$ cat src/hw/rtl/pcl_pkg.sv
// shared types and constants for the panel controller link model
`timescale 1ns / 1ps

package pcl_pkg;

  // item mode codes
  localparam logic [2:0] MODE_REPLY   = 3'd0;
  localparam logic [2:0] MODE_OBSERVE = 3'd1;
  localparam logic [2:0] MODE_SERVICE = 3'd2;
  localparam logic [2:0] MODE_ARM_DSP = 3'd3;
  localparam logic [2:0] MODE_ARM_LD  = 3'd4;
  localparam logic [2:0] MODE_CANCEL  = 3'd5;

  // configuration register indexes
  localparam logic [7:0] CFG_POLL_INTERVAL = 8'd0;
  localparam logic [7:0] CFG_AUTOPOLL_ON   = 8'd1;
  localparam logic [7:0] CFG_LIVE_POLL     = 8'd2;
  localparam logic [7:0] CFG_STATUS_REPLY  = 8'd3;

  // configuration reset values
  localparam logic [63:0] RST_POLL_INTERVAL = 64'd1000000;
  localparam logic [7:0]  RST_STATUS_REPLY  = 8'hff;

  // host bytes and answers
  localparam logic [7:0] BYTE_CAL_POLL   = 8'hfd;
  localparam logic [7:0] BYTE_CAL_ANSWER = 8'hc9;
  localparam logic [7:0] BYTE_CAL_DONE   = 8'hff;
  localparam logic [7:0] BYTE_STATUS_A   = 8'he7;
  localparam logic [7:0] BYTE_STATUS_B   = 8'hf0;
  localparam logic [7:0] BYTE_NULL_REQ   = 8'h71;
  localparam logic [7:0] BYTE_NULL_ANS   = 8'h00;
  localparam logic [1:0] CAL_MAX         = 2'd3;

  // display frame bytes
  localparam logic [7:0] BYTE_FRAME_END   = 8'hf7;
  localparam logic [7:0] BYTE_FRAME_DELIM = 8'h66;

  // autopoll boot gates
  localparam logic [15:0] MIN_DISK_READS = 16'd124;
  localparam logic [63:0] BOOT_CYCLES    = 64'd50000000;

  // input item
  typedef struct packed {
    logic [2:0]  mode;
    logic [7:0]  byte_value;
    logic [7:0]  frame_count;
    logic        live_run;
    logic [15:0] disk_read_count;
    logic [63:0] cycle_count;
    logic        link_idle;
  } pcl_in_t;

  // result item
  typedef struct packed {
    logic [7:0] reply_byte;
    logic       flag;
  } pcl_out_t;

  // configuration registers
  typedef struct packed {
    logic [63:0] poll_interval;
    logic        autopoll_on;
    logic        live_poll_allowed;
    logic [7:0]  status_reply_byte;
  } pcl_cfg_t;

endpackage

$ cat src/hw/rtl/pcl_observe.sv
// observe path: display frame tracking with burst and ready-search countdowns
`timescale 1ns / 1ps

module pcl_observe #(
  parameter int unsigned READY_SEARCH_BYTES = 128,
  parameter int unsigned FRAME_BYTE_LIMIT   = 256,
  parameter int unsigned LOAD_FRAMES        = 64
) (
  input  logic             clk_i,
  input  logic             rst_ni,
  input  logic             en_i,
  input  pcl_pkg::pcl_in_t item_i,
  output logic             flag_o
);
  import pcl_pkg::*;

  localparam logic [7:0] SearchInit = 8'(READY_SEARCH_BYTES);
  localparam logic [8:0] BurstInit  = 9'(FRAME_BYTE_LIMIT);
  localparam logic [7:0] LoadFrames = 8'(LOAD_FRAMES);

  logic [7:0] frames_q, frames_d, obs_frames, arm_frames;
  logic [7:0] search_q, search_d, obs_search;
  logic [8:0] burst_q, burst_d, obs_burst;
  logic       is_end, is_delim;

  assign is_end   = (item_i.byte_value == BYTE_FRAME_END);
  assign is_delim = (item_i.byte_value == BYTE_FRAME_DELIM);

  // next counters and flag for an observed byte
  always_comb begin
    obs_frames = frames_q;
    obs_search = search_q;
    obs_burst  = burst_q;
    flag_o     = 1'b0;
    if (is_end && frames_q != 8'd0) begin
      // terminator counts off a frame and restarts the search
      obs_frames = frames_q - 8'd1;
      obs_burst  = 9'd0;
      obs_search = (obs_frames != 8'd0) ? SearchInit : 8'd0;
      flag_o     = (obs_frames != 8'd0);
    end else begin
      // delimiter closes or opens a burst
      if (is_delim && frames_q != 8'd0) begin
        if (burst_q != 9'd0) begin
          obs_frames = frames_q - 8'd1;
          obs_burst  = (obs_frames != 8'd0) ? BurstInit : 9'd0;
        end else begin
          obs_burst = BurstInit;
        end
        obs_search = 8'd0;
      end
      if (obs_burst != 9'd0) begin
        if (!is_delim) begin
          obs_burst = obs_burst - 9'd1;
        end
        if (obs_burst != 9'd0) begin
          flag_o = 1'b1;
        end else if (obs_frames != 8'd0) begin
          obs_search = SearchInit;
          flag_o     = 1'b1;
        end
      end else if (obs_frames != 8'd0 && obs_search != 8'd0) begin
        obs_search = obs_search - 8'd1;
        flag_o     = 1'b1;
      end
    end
  end

  // frame count loaded by the arm commands; cancel loads zero
  always_comb begin
    arm_frames = 8'd0;
    if (item_i.mode == MODE_ARM_DSP) begin
      arm_frames = item_i.frame_count;
    end else if (item_i.mode == MODE_ARM_LD) begin
      arm_frames = LoadFrames;
    end
  end

  // state update per mode
  always_comb begin
    frames_d = frames_q;
    search_d = search_q;
    burst_d  = burst_q;
    if (en_i) begin
      unique case (item_i.mode)
        MODE_OBSERVE: begin
          frames_d = obs_frames;
          search_d = obs_search;
          burst_d  = obs_burst;
        end
        MODE_ARM_DSP, MODE_ARM_LD, MODE_CANCEL: begin
          frames_d = arm_frames;
          search_d = (arm_frames != 8'd0) ? SearchInit : 8'd0;
          burst_d  = 9'd0;
        end
        default: begin
          frames_d = frames_q;
        end
      endcase
    end
  end

  always_ff @(posedge clk_i or negedge rst_ni) begin
    if (!rst_ni) begin
      frames_q <= 8'd0;
      search_q <= 8'd0;
      burst_q  <= 9'd0;
    end else begin
      frames_q <= frames_d;
      search_q <= search_d;
      burst_q  <= burst_d;
    end
  end

endmodule

$ cat config.mk
export PLATFORM = sky130hd
export DESIGN_NAME = pcl_observe
export DESIGN_NICKNAME = d
export VERILOG_FILES = /design/src/hw/rtl/pcl_pkg.sv /design/src/hw/rtl/pcl_observe.sv
export SDC_FILE = /design/constraint.sdc
export NUM_CORES = 1
export LEC_CHECK = 0
export BUFFER_PORTS_ARGS = -buffer_cell sky130_fd_sc_hd__buf_2
export CELL_PAD_IN_SITES_DETAIL_PLACEMENT = 1
export CELL_PAD_IN_SITES_GLOBAL_PLACEMENT = 2
export CORE_MARGIN = 2
export CORE_UTILIZATION = 25
export CTS_CLUSTER_DIAMETER = 100
export DETAILED_ROUTE_END_ITERATION = 7
export GPL_TIMING_DRIVEN = 0
export HOLD_SLACK_MARGIN = 0.05
export PLACE_DENSITY_LB_ADDON = 0.25
export SYNTH_ARGS = -nofsm -noshare
export SYNTH_HDL_FRONTEND = slang
export SYNTH_SLANG_ARGS = --single-unit
$ cat constraint.sdc
create_clock -name clk_i -period 4.4 [get_ports clk_i]
set_input_delay 0.44 -clock clk_i [delete_from_list [all_inputs] [get_ports clk_i]]
set_output_delay 0.44 -clock clk_i [all_outputs]
set_load 0.05 [all_outputs]
==> impl_metrics.py <==
metrics = {
    "worst_setup_path": {
        "endpoint_kind": "output port",
        "cp_slowest_stage_delay_ns": 0.46,
        "worst_ep_arrival_time_ns": 3.63,
        "path_cells": "inv_1 > ha_1 > nor2b_2 > nand3_1 > nand2_4 > nand2_1 > ha_1 > xor2_1 > nor3_1 > mux2_2 > nand4_1 > a21oi_2 > a21boi_0 > o31a_1 > buf_2",
        "crit_path_frequent_cell": "ha_1",
        "r2r-start": "frames_q[0]",
        "r2r_slack_ns": 0.92,
        "critical-path-top-delay-family": "simple AND/OR/NAND/NOR gates",
        "cp_slowest_cell": "dfrtp_1",
        "crit_type": "reg -> out",
        "path_buf_inv": 2,
        "start_kind": "register",
        "cp_data_required_time_ns": 3.96,
        "path_max_fanout": 7,
        "reg2reg_to": "search_q[6]",
        "reg2reg_depth": 8,
        "crit_path_start": "frames_q[0]",
    },
    "global_routing": {
        "antenna_found_initial": 0,
        "first_global_vias": 2321,
        "grt_pass1_wl_um": 12000,
        "grt.met2_usage_pct": 24.6,
        "grt_max_degree": 26,
        "grt_remaining_overflow": 0,
        "grt_util_met3_pct": 1.30,
        "grt-busiest-layer": "met2",
        "grt_use_met1_pct": 23.1,
        "grt_usage_pct": 15.6,
    },
    "logic_synthesis": {
        "yosys_most_used_dff": "dfrtp_1",
        "yosys.area.top_type": "dfrtp_1",
        "synth-async-reset-ratio_pct": 100,
        "syn_area_um2": 2160,
        "yosysTopAreaCellShare_pct": 29.0,
        "synthTopCellsByCount": "nand2_1 (35), o21ai_0 (28), nor2_1 (26), dfrtp_1 (25), a31oi_1 (13)",
        "synth_area_leaders": "dfrtp_1 (29%), o21ai_0 (6.5%), nand2_1 (6.1%), nor2_1 (4.5%), a31oi_1 (3.8%)",
        "syn-num-nets": 386,
        "ys_types": 59,
        "synth-seq-cells": 25,
        "seq_area_frac_synth_pct": 29.0,
        "syn_area_per_cell_um2": 7.82,
        "synth_cells": 276,
        "yosysWarnings": 0,
        "synth-edff-count": 0,
        "yosysMostFrequentCell": "nand2_1",
    },
    "route": {
        "drt-total-wl_um": 7210,
        "wire_per_inst_um": 17.7,
        "ant_nets": 0,
        "dr.pass1.iters": 4,
        "via_per_inst": 5.46,
        "num_vias": 2228,
        "drc": 0,
        "drtIter0Drc": 137,
    },
    "finish": {
        "postLayoutCellArea_um2": 2490,
        "drive_gt1_share_pct": 14.9,
        "finalCoreUtilization_pct": 30.0,
        "synthToLayoutAreaGrowth_pct": 15.3,
        "n_antenna_cell": 0,
        "final_nets": 414,
    },
    "floorplanning": {
        "floorplan.initialDensity_pct": 26.0,
        "num_rows": 33,
        "ios": 105,
        "die_x_um": 96.9,
        "die_h_um": 96.9,
        "dieArea_um2": 9400,
        "fp.coreArea_um2": 8300,
    },
    "worst_hold_path": {
        "hold_path_class": "in -> async",
    },
    "run_status": {
        "outcome": "completed",
    },
    "clocking": {
        "ctsRootBufferMaster": "clkbuf_8",
        "clock_latency_ns": 0.27,
        "cts_tree": "done",
        "clkTransAtPathRegs_ns": 0.10,
        "clk_path_buf_depth": 2,
        "numClockSinks": 25,
        "htreeDepth": 1,
        "cts_buffers": 3,
        "cts_hold_buf": 0,
    },
    "timing": {
        "hold_viol": 0,
        "timing.fmax_mhz": 245,
        "finalSetupViolCount": 0,
        "slew_viol_final": 0,
        "finalCritPeriodShare_pct": 92.6,
        "fin_skew_ns": 0.00297,
        "tightestPinTransition_ns": 1.13,
        "whs_ns": 0.174,
        "rsz0062_at_grt": "no",
        "fin_crit_ns": 4.07,
        "max-slew-margin-rel_pct": 23.4,
        "fin_ws_ns": 0.326,
    },
    "pwr": {
        "max-vdd-ir-drop_mv": 0.181,
        "finalPower_w": 0.00130,
        "leakage_nw": 0.988,
        "power_density_nw_per_um2": 521,
    },
    "placed_design": {
        "place_congestion": 0.832,
        "dpl_cell_area_um2": 2400,
        "numPortBuffers": 22,
        "hpwl_um": 5490,
        "dp_slack_ns": -0.670,
    },
    "run": {
        "maxCapViolations": 0,
    },
}
-- metrics by stage --
stage,TNS (ns),cells
final,0,408
after global routing,0,408
after CTS,0,406
after detailed placement,-1.42,403
after global placement,-1.49,403
after floorplan,0,276
-- power breakdown --
part	switching, W	internal [W]
Sequential	0.000110	0.000305
Clock	0.0000805	0.0000649
Combinational	0.000441	0.000295
-- per-layer routing --
metal	wire, um	part of all wire, %
met5	0	0
met4	38	0.53
met3	240	3.3
met2	3200	44
met1	3730	52
-- state kept, by name (all words and copies together) (netlist names) --
register / flops
frames_q: 8
burst_q: 9
search_q: 8
-- worst register-to-register path, delay by kind of cell, from the launching register on --
| kind | cells | cell delay [ns] |
|---|---|---|
| AOI/OAI and AO/OA | 3 | 0.94 |
| xor gates and xnor gates | 1 | 0.20 |
| buffers and inverters | 1 | 0.19 |
| DFF | 1 | 0.46 |
| and+or+nand+nor | 3 | 1.62 |
-- worst max-delay path by stage --
stage / endpoint / cells past startpoint
final: flag_o / 15
after global routing: flag_o / 15
after CTS: flag_o / 13
after detailed placement: flag_o / 14
after global placement: flag_o / 14
after floorplan: flag_o / 12
-- layout by cell type, fill, tap and decap left out, types with 3 or more instances in the layout --
cell / Yosys / layout
o21ai_0: 28 / 28
nor3_1: 12 / 11
o211ai_1: 6 / 6
buf_2: 0 / 22
nor4_1: 7 / 6
a21oi_1: 6 / 5
a31oi_1: 13 / 13
clkbuf_1: 9 / 9
clkbuf_8: 0 / 3
o21ai_1: 5 / 5
nor2_1: 26 / 26
dfrtp_1: 25 / 25
o31a_1: 5 / 5
o41ai_1: 6 / 5
nand3_1: 4 / 4
or2_2: 3 / 3
ha_1: 6 / 6
nand2_1: 35 / 34
or3_1: 8 / 8
inv_1: 9 / 9
a22oi_1: 4 / 4
a2111o_1: 3 / 3
-- cell type report --
cell class              count  area [um^2]
flip-flops and latches     25          626
clock buffers               4         45.0
repair buffers             24          125
inverters                   9         33.8
well taps                 105          131
fillers                  1015         5810
plain buffers              12         60.1
multi-input cells         229         1470
-- logic make-up after synthesis --
group                      share of synthesized area, %
AOI/OAI and AO/OA                                  31.9
muxes                                              1.45
adders and majority gates                          3.48
and+or+nand+nor                                    28.5
DFF                                                29.0
buffers and inverters                              4.52
xor gates and xnor gates                           1.22
-- timing repair --
action,in CTS,in global routing
resized for setup,4,3
setup buffers,0,2
gates cloned,0,0
setup endpoints to repair,1,1
No activity file was read; power rests on OpenSTA's default activity.
